--- src/flash_range_erase_planner_assert.svh ---
// Assertion macros for the flash range erase planner.
// No dependencies; define NO_ASSERTIONS to compile them out.
`ifndef FLASH_RANGE_ERASE_PLANNER_ASSERT_SVH
`define FLASH_RANGE_ERASE_PLANNER_ASSERT_SVH
`ifndef NO_ASSERTIONS
// same-cycle implication
`define FRE_ASSERT_IMP(lbl, clk, rstn, ante, cons, msg) \
    lbl: assert property (@(posedge clk) disable iff (!rstn) (ante) |-> (cons)) \
        else $error(msg);
// next-cycle implication
`define FRE_ASSERT_NXT(lbl, clk, rstn, ante, cons, msg) \
    lbl: assert property (@(posedge clk) disable iff (!rstn) (ante) |=> (cons)) \
        else $error(msg);
`else
`define FRE_ASSERT_IMP(lbl, clk, rstn, ante, cons, msg)
`define FRE_ASSERT_NXT(lbl, clk, rstn, ante, cons, msg)
`endif
`endif

--- src/fre_pkg.sv ---
// Shared types and constants of the flash range erase planner.
// No dependencies.
package fre_pkg;

    localparam int unsigned SECTOR_BYTES_DEF      = 4096;
    localparam int unsigned MAX_RANGE_SECTORS_DEF = 32;

    localparam int unsigned ADDR_W   = 24;
    localparam int unsigned LEN_W    = 25;
    localparam int unsigned OPLEN_W  = 12;

    localparam int unsigned S_TDATA_W = 56;  // 24 + 25 bits, padded to bytes
    localparam int unsigned M_TDATA_W = 40;  // 24 + 12 bits, padded to bytes
    localparam int unsigned M_TUSER_W = 3;

    localparam int unsigned RESULT_LIMIT = 38;
    localparam int unsigned CNT_W        = $clog2(RESULT_LIMIT + 1);

    // sized for the largest sector (64 KiB) and longest range (63 sectors)
    localparam int unsigned PART_W  = 16;
    localparam int unsigned WHOLE_W = 6;

    localparam int unsigned QUEUE_DEPTH = 2;

    typedef enum logic [1:0] {
        OP_SAVE    = 2'd0,
        OP_ERASE   = 2'd1,
        OP_RESTORE = 2'd2,
        OP_REJECT  = 2'd3
    } t_op_kind;

    // Classified request, handed from front to back.
    typedef struct packed {
        logic              rej;        // reject request
        logic              head;       // start is not sector aligned
        logic              one_sect;   // range ends inside the head sector
        logic [ADDR_W-1:0] addr;       // start address
        logic [ADDR_W-1:0] next_addr;  // one_sect: range end; else first whole sector
        logic [PART_W-1:0] offs;       // head bytes kept before the range
        logic [PART_W-1:0] part;       // one_sect: tail bytes kept; else partial tail bytes
        logic [WHOLE_W-1:0] whole;     // whole sectors to erase
    } t_plan;

    typedef struct packed {
        logic full;
        logic empty;
    } t_q_stat;

endpackage

--- src/fre_front.sv ---
// Front end: accepts requests, checks them and splits them into head,
// whole-sector and tail parts. Depends on fre_pkg.
module fre_front #(
    parameter int unsigned SECTOR_BYTES      = fre_pkg::SECTOR_BYTES_DEF,
    parameter int unsigned MAX_RANGE_SECTORS = fre_pkg::MAX_RANGE_SECTORS_DEF
) (
    input  logic                         i_clk,
    input  logic                         i_rst_n,
    input  logic                         i_s_tvalid,
    output logic                         o_s_tready,
    input  logic [fre_pkg::S_TDATA_W-1:0] i_s_tdata,
    output logic                         o_push,
    output fre_pkg::t_plan               o_plan,
    input  fre_pkg::t_q_stat             i_q_stat
);
    import fre_pkg::*;

    localparam int unsigned SECT_LOG2 = $clog2(SECTOR_BYTES);
    localparam int unsigned SECT_W1   = SECT_LOG2 + 1;
    localparam logic [LEN_W-1:0] LIMIT_BYTES = LEN_W'(MAX_RANGE_SECTORS * SECTOR_BYTES);
    localparam logic [ADDR_W+1:0] ADDR_SPAN = {2'b01, {ADDR_W{1'b0}}};

    logic              r_c_vld;
    logic [ADDR_W-1:0] r_c_addr;
    logic [LEN_W-1:0]  r_c_len;

    logic [ADDR_W+1:0]    w_sum;
    logic                 w_rej;
    logic [SECT_LOG2-1:0] w_offs;
    logic [SECT_LOG2:0]   w_remain;
    logic                 w_head;
    logic                 w_inside;
    logic [LEN_W-1:0]     w_len2;
    logic [ADDR_W-1:0]    w_base;

    assign o_s_tready = !r_c_vld || !i_q_stat.full;
    assign o_push     = r_c_vld && !i_q_stat.full;

    always_ff @(posedge i_clk) begin
        if (!i_rst_n) begin
            r_c_vld <= 1'b0;
        end else if (i_s_tvalid && o_s_tready) begin
            r_c_vld <= 1'b1;
        end else if (o_push) begin
            r_c_vld <= 1'b0;
        end
    end

    always_ff @(posedge i_clk) begin
        if (i_s_tvalid && o_s_tready) begin
            r_c_addr <= i_s_tdata[ADDR_W-1:0];
            r_c_len  <= i_s_tdata[ADDR_W+LEN_W-1:ADDR_W];
        end
    end

    always_comb begin
        w_sum    = {2'b00, r_c_addr} + {1'b0, r_c_len};
        w_rej    = (r_c_len == '0) || (w_sum > ADDR_SPAN) || (r_c_len > LIMIT_BYTES);
        w_offs   = r_c_addr[SECT_LOG2-1:0];
        w_remain = SECT_W1'(SECTOR_BYTES) - {1'b0, w_offs};
        w_head   = (w_offs != '0);
        w_inside = w_head && (r_c_len <= LEN_W'(w_remain));
        w_len2   = w_head ? (r_c_len - LEN_W'(w_remain)) : r_c_len;
        w_base   = r_c_addr & ~ADDR_W'(SECTOR_BYTES - 1);

        o_plan.rej      = w_rej;
        o_plan.head     = w_head;
        o_plan.one_sect = w_inside;
        o_plan.addr     = r_c_addr;
        o_plan.offs     = PART_W'(w_offs);
        if (w_inside) begin
            o_plan.next_addr = r_c_addr + r_c_len[ADDR_W-1:0];
            o_plan.part      = PART_W'(w_remain - r_c_len[SECT_LOG2:0]);
            o_plan.whole     = '0;
        end else begin
            o_plan.next_addr = w_head ? (w_base + ADDR_W'(SECTOR_BYTES)) : r_c_addr;
            o_plan.part      = PART_W'(w_len2[SECT_LOG2-1:0]);
            o_plan.whole     = WHOLE_W'(w_len2 >> SECT_LOG2);
        end
    end

endmodule

--- src/fre_queue.sv ---
// Short queue of classified requests between front and back.
// Depends on fre_pkg.
module fre_queue (
    input  logic             i_clk,
    input  logic             i_rst_n,
    input  logic             i_push,
    input  fre_pkg::t_plan   i_plan,
    input  logic             i_pop,
    output fre_pkg::t_plan   o_plan,
    output fre_pkg::t_q_stat o_stat
);
    import fre_pkg::*;

    localparam int unsigned PTR_W = $clog2(QUEUE_DEPTH);
    localparam int unsigned QCNT_W = $clog2(QUEUE_DEPTH + 1);

    t_plan             r_mem [QUEUE_DEPTH];
    logic [PTR_W-1:0]  r_wp;
    logic [PTR_W-1:0]  r_rp;
    logic [QCNT_W-1:0] r_cnt;

    assign o_stat.full  = (r_cnt == QCNT_W'(QUEUE_DEPTH));
    assign o_stat.empty = (r_cnt == '0);
    assign o_plan       = r_mem[r_rp];

    always_ff @(posedge i_clk) begin
        if (!i_rst_n) begin
            r_wp  <= '0;
            r_rp  <= '0;
            r_cnt <= '0;
        end else begin
            if (i_push) begin
                r_wp <= r_wp + 1'b1;
            end
            if (i_pop) begin
                r_rp <= r_rp + 1'b1;
            end
            if (i_push && !i_pop) begin
                r_cnt <= r_cnt + 1'b1;
            end else if (i_pop && !i_push) begin
                r_cnt <= r_cnt - 1'b1;
            end
        end
    end

    always_ff @(posedge i_clk) begin
        if (i_push) begin
            r_mem[r_wp] <= i_plan;
        end
    end

endmodule

--- src/fre_back.sv ---
// Back end: sequencer that walks one classified request and emits its operations,
// one per cycle unless stalled, into an output register. Depends on fre_pkg.
module fre_back #(
    parameter int unsigned SECTOR_BYTES = fre_pkg::SECTOR_BYTES_DEF
) (
    input  logic                          i_clk,
    input  logic                          i_rst_n,
    input  fre_pkg::t_plan                i_plan,
    input  fre_pkg::t_q_stat              i_q_stat,
    output logic                          o_pop,
    output logic                          o_m_tvalid,
    input  logic                          i_m_tready,
    output logic [fre_pkg::M_TDATA_W-1:0] o_m_tdata,
    output logic [fre_pkg::M_TUSER_W-1:0] o_m_tuser,
    output logic                          o_m_tlast
);
    import fre_pkg::*;

    typedef enum logic [10:0] {
        ST_IDLE = 11'b000_0000_0001,
        ST_REJ  = 11'b000_0000_0010,
        ST_HS0  = 11'b000_0000_0100,
        ST_HS1  = 11'b000_0000_1000,
        ST_HE   = 11'b000_0001_0000,
        ST_HR0  = 11'b000_0010_0000,
        ST_HR1  = 11'b000_0100_0000,
        ST_BODY = 11'b000_1000_0000,
        ST_TS   = 11'b001_0000_0000,
        ST_TE   = 11'b010_0000_0000,
        ST_TR   = 11'b100_0000_0000
    } t_state;

    t_state             r_st;
    t_state             n_st;
    t_state             w_nat;
    t_state             w_after_head;
    t_state             w_first;
    t_plan              r_plan;
    logic [ADDR_W-1:0]  r_cur;
    logic [WHOLE_W-1:0] r_left;
    logic [CNT_W-1:0]   r_cnt;

    logic               r_o_vld;
    t_op_kind           r_o_kind;
    logic [ADDR_W-1:0]  r_o_addr;
    logic [OPLEN_W-1:0] r_o_len;
    logic               r_o_slot;
    logic               r_o_last;

    t_op_kind           w_kind;
    logic [ADDR_W-1:0]  w_addr;
    logic [OPLEN_W-1:0] w_len;
    logic               w_slot;
    logic               w_last;
    logic               w_adv;
    logic               w_emit;
    logic [ADDR_W-1:0]  w_base;
    logic [PART_W:0]    w_keep;

    assign w_adv  = !r_o_vld || i_m_tready;
    assign w_emit = (r_st != ST_IDLE) && w_adv;
    assign o_pop  = (r_st == ST_IDLE) && !i_q_stat.empty;

    assign w_base = r_plan.addr & ~ADDR_W'(SECTOR_BYTES - 1);
    assign w_keep = (PART_W + 1)'(SECTOR_BYTES) - {1'b0, r_plan.part};

    always_comb begin
        if (i_plan.rej) begin
            w_first = ST_REJ;
        end else if (i_plan.head) begin
            w_first = ST_HS0;
        end else if (i_plan.whole != '0) begin
            w_first = ST_BODY;
        end else begin
            w_first = ST_TS;
        end

        if (r_plan.whole != '0) begin
            w_after_head = ST_BODY;
        end else if (r_plan.part != '0) begin
            w_after_head = ST_TS;
        end else begin
            w_after_head = ST_IDLE;
        end
    end

    // operation of the current step and the natural next step
    always_comb begin
        w_kind = OP_ERASE;
        w_addr = r_cur;
        w_len  = '0;
        w_slot = 1'b0;
        w_nat  = ST_IDLE;
        case (r_st)
            ST_REJ: begin
                w_kind = OP_REJECT;
                w_addr = r_plan.addr;
            end
            ST_HS0: begin
                w_kind = OP_SAVE;
                w_addr = w_base;
                w_len  = OPLEN_W'(r_plan.offs);
                w_nat  = (r_plan.one_sect && r_plan.part != '0) ? ST_HS1 : ST_HE;
            end
            ST_HS1: begin
                w_kind = OP_SAVE;
                w_addr = r_plan.next_addr;
                w_len  = OPLEN_W'(r_plan.part);
                w_slot = 1'b1;
                w_nat  = ST_HE;
            end
            ST_HE: begin
                w_addr = w_base;
                w_nat  = ST_HR0;
            end
            ST_HR0: begin
                w_kind = OP_RESTORE;
                w_addr = w_base;
                w_len  = OPLEN_W'(r_plan.offs);
                if (r_plan.one_sect) begin
                    w_nat = (r_plan.part != '0) ? ST_HR1 : ST_IDLE;
                end else begin
                    w_nat = w_after_head;
                end
            end
            ST_HR1: begin
                w_kind = OP_RESTORE;
                w_addr = r_plan.next_addr;
                w_len  = OPLEN_W'(r_plan.part);
                w_slot = 1'b1;
            end
            ST_BODY: begin
                if (r_left == WHOLE_W'(1)) begin
                    w_nat = (r_plan.part != '0) ? ST_TS : ST_IDLE;
                end else begin
                    w_nat = ST_BODY;
                end
            end
            ST_TS: begin
                w_kind = OP_SAVE;
                w_addr = r_cur + ADDR_W'(r_plan.part);
                w_len  = OPLEN_W'(w_keep);
                w_slot = 1'b1;
                w_nat  = ST_TE;
            end
            ST_TE: begin
                w_nat = ST_TR;
            end
            ST_TR: begin
                w_kind = OP_RESTORE;
                w_addr = r_cur + ADDR_W'(r_plan.part);
                w_len  = OPLEN_W'(w_keep);
                w_slot = 1'b1;
            end
            default: begin
                w_nat = ST_IDLE;
            end
        endcase
        // list is cut after the result limit
        w_last = (w_nat == ST_IDLE) || (r_cnt == CNT_W'(RESULT_LIMIT - 1));
        n_st   = w_last ? ST_IDLE : w_nat;
    end

    always_ff @(posedge i_clk) begin
        if (!i_rst_n) begin
            r_st    <= ST_IDLE;
            r_o_vld <= 1'b0;
        end else begin
            if (o_pop) begin
                r_st <= w_first;
            end else if (w_emit) begin
                r_st <= n_st;
            end
            if (w_adv) begin
                r_o_vld <= w_emit;
            end
        end
    end

    always_ff @(posedge i_clk) begin
        if (o_pop) begin
            r_plan <= i_plan;
            r_cur  <= i_plan.next_addr;
            r_left <= i_plan.whole;
            r_cnt  <= '0;
        end else if (w_emit) begin
            r_cnt <= r_cnt + 1'b1;
            if (r_st == ST_BODY) begin
                r_cur  <= r_cur + ADDR_W'(SECTOR_BYTES);
                r_left <= r_left - 1'b1;
            end
        end
        if (w_emit) begin
            r_o_kind <= w_kind;
            r_o_addr <= w_addr;
            r_o_len  <= w_len;
            r_o_slot <= w_slot;
            r_o_last <= w_last;
        end
    end

    assign o_m_tvalid = r_o_vld;
    assign o_m_tdata  = {{(M_TDATA_W - ADDR_W - OPLEN_W){1'b0}}, r_o_len, r_o_addr};
    assign o_m_tuser  = {r_o_slot, r_o_kind};
    assign o_m_tlast  = r_o_last;

endmodule

--- src/flash_range_erase_planner.sv ---
// Top level of the flash range erase planner: front end, request queue, back end.
// Depends on fre_pkg, fre_front, fre_queue, fre_back and the assertion header.
//
//  Channel   Dir  Bus fields (low bit first)
//  s_axis    in   tdata: start_address[23:0], range_length[48:24], zero pad to 56
//  m_axis    out  tdata: op_address[23:0], op_length[35:24], zero pad to 40
//                 tuser: op_kind[1:0], buffer_slot[2]; tlast: last_op
//
// A request is held in the input register, is classified into the queue, then
// is loaded by the back-end sequencer, which emits its operations (at most 38)
// into the output register one per cycle while the output is not stalled.
// Reset (i_rst_n low, synchronous) empties the queue and the output register.
// A stalled output holds the sequencer; the front and queue keep taking up
// to three requests meanwhile.
`include "flash_range_erase_planner_assert.svh"

module flash_range_erase_planner #(
    parameter int unsigned SECTOR_BYTES      = fre_pkg::SECTOR_BYTES_DEF,
    parameter int unsigned MAX_RANGE_SECTORS = fre_pkg::MAX_RANGE_SECTORS_DEF
) (
    input  logic                          i_clk,
    input  logic                          i_rst_n,
    // request: start_address[23:0], range_length[48:24]
    input  logic                          i_s_axis_tvalid,
    output logic                          o_s_axis_tready,
    input  logic [fre_pkg::S_TDATA_W-1:0] i_s_axis_tdata,
    // operation: op_address[23:0], op_length[35:24]
    output logic                          o_m_axis_tvalid,
    input  logic                          i_m_axis_tready,
    output logic [fre_pkg::M_TDATA_W-1:0] o_m_axis_tdata,
    // op_kind[1:0], buffer_slot[2]
    output logic [fre_pkg::M_TUSER_W-1:0] o_m_axis_tuser,
    output logic                          o_m_axis_tlast
);
    import fre_pkg::*;

    logic    w_push;
    logic    w_pop;
    t_plan   w_front_plan;
    t_plan   w_queue_plan;
    t_q_stat w_q_stat;
    logic    w_out_rej;
    logic    w_out_erase;
    logic    w_erase_clean;

    // Front: input register and classification (reject checks, head/whole/tail split).
    fre_front #(
        .SECTOR_BYTES      (SECTOR_BYTES),
        .MAX_RANGE_SECTORS (MAX_RANGE_SECTORS)
    ) u_front (
        .i_clk      (i_clk),
        .i_rst_n    (i_rst_n),
        .i_s_tvalid (i_s_axis_tvalid),
        .o_s_tready (o_s_axis_tready),
        .i_s_tdata  (i_s_axis_tdata),
        .o_push     (w_push),
        .o_plan     (w_front_plan),
        .i_q_stat   (w_q_stat)
    );

    // Queue decouples classification from the operation sequencer.
    fre_queue u_queue (
        .i_clk   (i_clk),
        .i_rst_n (i_rst_n),
        .i_push  (w_push),
        .i_plan  (w_front_plan),
        .i_pop   (w_pop),
        .o_plan  (w_queue_plan),
        .o_stat  (w_q_stat)
    );

    // Back: walks the plan and drives the operation stream.
    fre_back #(
        .SECTOR_BYTES (SECTOR_BYTES)
    ) u_back (
        .i_clk      (i_clk),
        .i_rst_n    (i_rst_n),
        .i_plan     (w_queue_plan),
        .i_q_stat   (w_q_stat),
        .o_pop      (w_pop),
        .o_m_tvalid (o_m_axis_tvalid),
        .i_m_tready (i_m_axis_tready),
        .o_m_tdata  (o_m_axis_tdata),
        .o_m_tuser  (o_m_axis_tuser),
        .o_m_tlast  (o_m_axis_tlast)
    );

    // operation kind on the output and the erase field check
    assign w_out_rej     = o_m_axis_tvalid && (o_m_axis_tuser[1:0] == OP_REJECT);
    assign w_out_erase   = o_m_axis_tvalid && (o_m_axis_tuser[1:0] == OP_ERASE);
    assign w_erase_clean = (o_m_axis_tdata[35:24] == '0) && !o_m_axis_tuser[2];

    // a reject is always the only, hence last, operation of its request
    `FRE_ASSERT_IMP(a_reject_last, i_clk, i_rst_n, w_out_rej, o_m_axis_tlast, "reject without tlast")
    // erase carries no byte count and the head slot
    `FRE_ASSERT_IMP(a_erase_fields, i_clk, i_rst_n, w_out_erase, w_erase_clean, "erase with length")
    // never push into a full queue
    `FRE_ASSERT_IMP(a_no_overflow, i_clk, i_rst_n, w_push, !w_q_stat.full, "queue overflow")
    // an empty queue with no push cannot be popped in the next cycle
    `FRE_ASSERT_NXT(a_no_underflow, i_clk, i_rst_n, w_q_stat.empty && !w_push, !w_pop, "underflow")

endmodule
--- config.mk ---
export PLATFORM = sky130hd
export DESIGN_NAME = flash_range_erase_planner
export DESIGN_NICKNAME = d
export VERILOG_FILES = /design/src/fre_pkg.sv /design/src/fre_front.sv /design/src/fre_queue.sv /design/src/fre_back.sv /design/src/flash_range_erase_planner.sv
export VERILOG_INCLUDE_DIRS = /design/src /design/src/src
export SDC_FILE = /design/constraint.sdc
export NUM_CORES = 1
export LEC_CHECK = 0
export ABC_AREA = 1
export BUFFER_PORTS_ARGS = -buffer_cell sky130_fd_sc_hd__buf_2
export CAP_MARGIN = 10
export CORE_AREA = 2 2 223 225
export CTS_BUF_LIST = sky130_fd_sc_hd__clkbuf_2
export DETAILED_ROUTE_END_ITERATION = 6
export DIE_AREA = 0 0 225 227
export GPL_ROUTABILITY_DRIVEN = 1
export PLACE_DENSITY = 0.61
export SETUP_SLACK_MARGIN = 0.2
export SKIP_LAST_GASP = 1
export SYNTH_ARGS = -nofsm -noshare
export SYNTH_HDL_FRONTEND = slang
export SYNTH_SLANG_ARGS = --single-unit
export TNS_END_PERCENT = 1
--- constraint.sdc ---
create_clock -name i_clk -period 4.1 [get_ports i_clk]
set_input_delay 0.205 -clock i_clk [delete_from_list [all_inputs] [get_ports i_clk]]
set_output_delay 0.205 -clock i_clk [all_outputs]
set_load 0.05 [all_outputs]
* After elaboration in Yosys (flattened, before gate mapping)
Memory sizes are Yosys's and may differ from the RTL's. A register that Yosys moved wholly into a read port is not among the register bits. Cells that the tools add are included.
Word-level totals: bits in registers 225, latch bits 0, RAM bits 170, bits in read-only memories 0, word-level logic and storage cells 129, memories kept 1
Memories:
- u_queue.r_mem | words 2, width 85, rd ports 1, clocked after Yosys merged registers in 1, write ports 1, line fre_queue.sv:17 | t_plan r_mem [QUEUE_DEPTH];
Operators by class: add/sub/neg operators 15, $mul 0, divide/modulo/power cells 0, order comparisons 3, equal/unequal tests 16, shift-type cells 0, multiplexer cells 35, bitwise logic cells 0, reductions and logical operators 37
Operators with widths (number):
- 2-to-1 mux 24 bit | 5
- case mux 24 bit (4 select lines) | 1
- 2-to-1 mux 11 bit | 8
- case mux 11 bit (7 select lines) | 1
- adder 24 x 13 -> 24 bit (second input constant) | 2
- case mux 12 bit (3 select lines) | 1
- adder 24 x 25 -> 26 bit | 1
- greater-than comparator 26 x 25 -> 1 bit (second input constant) | 1
- greater-than comparator 25 x 18 -> 1 bit (second input constant) | 1
- less-or-equal comparator 25 x 13 -> 1 bit | 1
- logical NOT 25 bit | 1
- adder 24 x 16 -> 24 bit | 1
- adder 24 bit | 1
- == test 11 x 1 -> 1 bit (second input constant) | 2
- 2-to-1 mux 22 bit | 1
- 2-to-1 mux 18 bit | 1
- 2-to-1 mux 6 bit | 3
- 2-to-1 mux 9 bit | 2
- subtractor 18 x 13 -> 18 bit | 1
- nonzero test 16 bit | 1
- subtractor 13 x 13 -> 14 bit | 1
- subtractor 13 x 12 -> 13 bit (first input constant) | 1
- nonzero test 12 bit | 1
- nonzero test 6 bit | 2
- 34 further kinds | 65

* Longest topological paths before layout
word-level depth 10, mapped depth 21, gate-level depth less buffers 20

* Modules after synthesis
A second synthesis with hierarchy kept.
Second synthesis, totals: cells, all modules 2146, area, all modules 21415.5 µm²
Modules (own cells, without submodules):
- fre_back | times used 1, cells an instance 946, area an instance 8772.2 µm², sequential area each 4954.8 µm²
- fre_queue | times used 1, cells an instance 312, area an instance 6681.4 µm², sequential area each 5445.2 µm²
- fre_front | times used 1, cells an instance 888, area an instance 5962.0 µm², sequential area each 1491.4 µm²

* Worst setup path before layout
OpenSTA, ideal clock, no wires.
path type flip-flop to flip-flop, start register u_queue.r_cnt[1], end memory u_queue.r_mem[1][0] (netlist name), enable pin, library setup time 0.502 ns, arrival time 3.499 ns, setup slack 0.099 ns, stages on the path, launching flop included 4, clock period less this slack 4.001 ns, path through dfxtp_1 inv_1 o21ai_0 nor2_1
Between the ends: word-level cells in the longest chain between the ends 5
Ends and longest elaborated chain:
- start, declared | line fre_queue.sv:20 | logic [QCNT_W-1:0] r_cnt;
- start signal, assigned | line fre_queue.sv:39 | r_cnt <= r_cnt + 1'b1;
- start signal, assigned | line fre_queue.sv:41 | r_cnt <= r_cnt - 1'b1;
- == test 2 bit | line fre_queue.sv:22 | assign o_stat.full = (r_cnt == QCNT_W'(QUEUE_DEPTH));
- logical NOT 1 bit | line fre_front.sv:37 | assign o_push = r_c_vld && !i_q_stat.full;
- logical AND 1 bit | line fre_front.sv:37
- 2-to-1 mux 1 bit | line fre_queue.sv:47 | if (i_push) begin
- 2-to-1 mux 1 bit (not written as such) | line fre_queue.sv:48 | r_mem[r_wp] <= i_plan;
- end, declared | line fre_queue.sv:17
No other way between the ends.

==> results.cfg <==
[outcome]
status = finished clean

[worst_setup_path]
crit_chain = buf_4 > inv_1 > ha_2 > nand3_1 > nor2_2 > nand2_1 > and2_1 > ha_1 > nand2_1 > nor2_1 > inv_1 > o21ai_2 > nand3_1 > nand2_1 > nand2_1 > nand2_4 > inv_2 > buf_12 > nor3b_1
critPathCaptureType = flip-flop
crit_path_frequent_cell = nand2_1
reg2reg_from = u_front.r_c_addr[0]
cp-start-kind = flip-flop
r2r-end = u_queue.r_mem[0][1]
reg2reg_depth = 19
crit_required_ns = 4.95
crit_family = simple AND/OR/NAND/NOR gates
cp_slowest_cell = edfxtp_1
worstSetupPathType = flip-flop to flip-flop
rrSetupSlack_ns = 0.40
worstPathArrival_ns = 4.55
critPathMaxStageDelay_ns = 0.44
worst-path-buf-inv = 5
crit_fanout = 12
critPathLaunch = u_front.r_c_addr[0]

[yosys]
avgSynthCellArea_um2 = 9.11
yosysWarnings = 0
yosys-top-cells-count = nand2_1 (638), edfxtp_1 (330), inv_1 (263), nor2_1 (146), nand3_1 (107)
synth_cells = 2112
ys_seq_elements = 354
synthAdderAreaFrac_pct = 5.29
ys_seq_area_share_pct = 54.0
synthArstFlopShare_pct = 0
synthMuxAreaShare_pct = 0.0520
synthFlopType = edfxtp_1
synthTopCellsByArea = edfxtp_1 (52%), nand2_1 (12%), inv_1 (5.1%)
yosys.cell_count.top_type = nand2_1
synth_top_family_by_area = simple AND/OR/NAND/NOR gates
synth_simple_gate_area_share_pct = 23.3
synth_edf_count = 330
synth-compound-area-share_pct = 8.16
synth_cell_types = 63
synth_top_cell_area_share_pct = 51.5
synth_top_area_cell = edfxtp_1
netlist_area_um2 = 19200
synth-xor-area-share_pct = 2.37

[pwr]
leakage_nw = 9.74
ir_drop_mv = 0.441
p_switching_mw = 6.20
power_frac_comb_pct = 40.7
clock_power_share_pct = 18.2
power_frac_seq_pct = 41.1
intPower_mw = 8.02
power_density_nw_per_um2 = 632
switching_share_pct = 43.6

[clocking]
clk_pin_slew_worst_paths_ns = 0.12
post_cts_buffers = 0
clock_latency_ns = 1.08
clockBufferDepth = 3
numCtsBuffers = 94
cts_root_buffer = clkbuf_2
h-tree-depth = 3
cts_sinks = 354
cts_tree = yes

[floorplan]
coreArea_um2 = 48500
die_h_um = 227
die_w_um = 225
rows = 81
io_pins = 106
initial_utilization_pct = 39.6
die_area_um2 = 51100

[routing]
ant_nets = 0
routedWlPerCell_um = 16.9
totalWireLength_um = 52300
drc = 0
dr_total_vias = 15300
drt-initial-drc-count = 904
drt_first_pass_iters = 7
viasPerCell = 4.97

[timing]
tns_ns = 0
min_period_over_period_pct = 90.3
worst_pin_slew_ns = 1.08
drv_slew = 0
hold_viol = 0
slew_headroom_pct = 27.6
layout_min_cycle_time_ns = 3.70
setup_viol_count_final = 0
fin_ws_ns = 0.399
clock-skew-final_ns = 0.0768
max_freq_mhz = 270
grt_setup_unrepaired = true
worst_hold_slack_ns = 0.370

[global_route]
antenna_found_initial = 2
grt_pass1_wl_um = 80500
grt_max_degree = 72
grt_pass1_vias = 15000
grt_overflow = 0
track_usage_pct = 20.5

[final_layout]
num-nets-final = 2528
fillers = 4669
ff_latch_area_um2 = 10400
synthToLayoutAreaGrowth_pct = 17.0
drive_gt1_share_pct = 14.6
multi_input_area_um2 = 7590

[place]
pre_cts_ws_ns = 0.282
gp_congestion = 0.927
dp_hpwl_um = 39200
port_buffers = 94

[worst_hold_path]
worst_hold_path_type = input port to flip-flop
worstHoldStart = i_s_axis_tdata[11]
hold_depth = 3
hold_path_end = u_front.r_c_addr[11]

[job]
maxCapViolCount = 0
==> metal layers <==
metal / track usage (%) / wire length (um) / vias to the layer above
met5: 0 / 0 / -
met4: 8.97 / 1560 / 0
met3: 2.96 / 2880 / 86
met2: 34.0 / 24400 / 452
met1: 27.0 / 23500 / 7094
li1: - / - / 7715
==> final cells by class <==
class                   instances  share of cell area [%]
clock buffers                 133                    2.96
clock inverters                38                    1.09
flip-flops and latches        354                    46.2
well taps                     622                    3.46
inverters                     275                    4.62
multi-input cells            1436                    33.7
repair buffers                228                    7.95
diodes                          2                  0.0222
==> logic make-up after synthesis <==
kind of cell,after synthesis
DFF,354
adders and majority gates,79
buffers and inverters,325
muxes,1
xor gates and xnor gates,52
and+or+nand+nor,1036
AOI/OAI and AO/OA,264
other,1
==> placed cells by master, fill, tap and decap left out, types with 6 or more instances in the layout <==
cell type      instances
dfxtp_1               23
o211ai_1              18
clkinv_2              12
o21bai_1               6
nor3_1                27
buf_2                 94
xor2_1                38
o21ai_1                8
nor2_1               143
ha_1                  74
nand2_2                6
inv_1                261
buf_4                 25
o2111ai_1             16
xnor2_1               14
clkbuf_2             133
edfxtp_1             330
a31oi_1                7
dlygate4sd3_1        105
clkinv_1              21
nand3b_1               7
nor2_4                 7
o21ai_0               89
nor2_2                10
a21oi_1               86
or2_2                 24
nand4_1               39
nand3_1              107
nor4_1                 6
nand2_1              638
inv_2                 11
==> state kept, by name, indices dropped and copies added, names as in the netlist, 2 cells and up, named ones only <==
register,cells
u_queue.r_mem,142
u_back.r_plan,69
u_front.r_c_len,25
u_back.r_cur,24
u_back.r_o_addr,24
u_front.r_c_addr,24
u_back.r_o_len,12
u_back.r_st,11
u_back.r_cnt,6
u_back.r_left,6
u_back.r_o_kind,2
u_queue.r_cnt,2
==> metrics by stage <==
step	instance area (um^2)	utilization (%)	total power, mW	std cells
2_1_floorplan	19300	-	9.89	2115
3_3_place_gp	20500	42.3	11.6	2810
3_5_place_dp	20500	42.3	11.6	2810
4_1_cts	22500	46.3	14.3	3086
5_1_grt	22500	46.4	15.2	3087
6_report	22500	46.4	14.2	3088
==> power groups by stage <==
stage          Combinational (mW)  Clock, mW  Sequential [mW]
2_1_floorplan                3.44          0             6.45
3_3_place_gp                 5.64          0             5.92
3_5_place_dp                 5.69          0             5.94
4_1_cts                      5.78       2.70             5.86
5_1_grt                      6.41       2.86             5.96
6_report                     5.79       2.59             5.85
==> worst register-to-register path: stages (launching register included) <==
cell and delay [ns]:
edfxtp_1 0.44, buf_4 0.18, inv_1 0.12, ha_2 0.24, nand3_1 0.13, nor2_2 0.19
nand2_1 0.06, and2_1 0.18, ha_1 0.40, nand2_1 0.14, nor2_1 0.14, inv_1 0.09
o21ai_2 0.24, nand3_1 0.10, nand2_1 0.09, nand2_1 0.09, nand2_4 0.17, inv_2 0.09
buf_12 0.15, nor3b_1 0.26
==> timing repair <==
action                                 CTS  global route
endpoints found under the hold margin  109             0
resized for setup                        0             4
setup endpoints to repair                0            86
hold buffers                           105             0
==> worst max-delay path by stage <==
stage	end	slack, ns	depth (start not counted)
final	u_queue.r_mem[0][1]	0.40	19
after global routing	u_queue.r_mem[0][9]	0.15	19
after CTS	u_queue.r_mem[0][9]	0.26	18
after detailed placement	u_queue.r_mem[0][9]	0.28	18
after global placement	u_queue.r_mem[0][47]	0.32	18
after floorplan	u_queue.r_mem[0][0]	0.10	3
(Power assumes the default switching activity.)
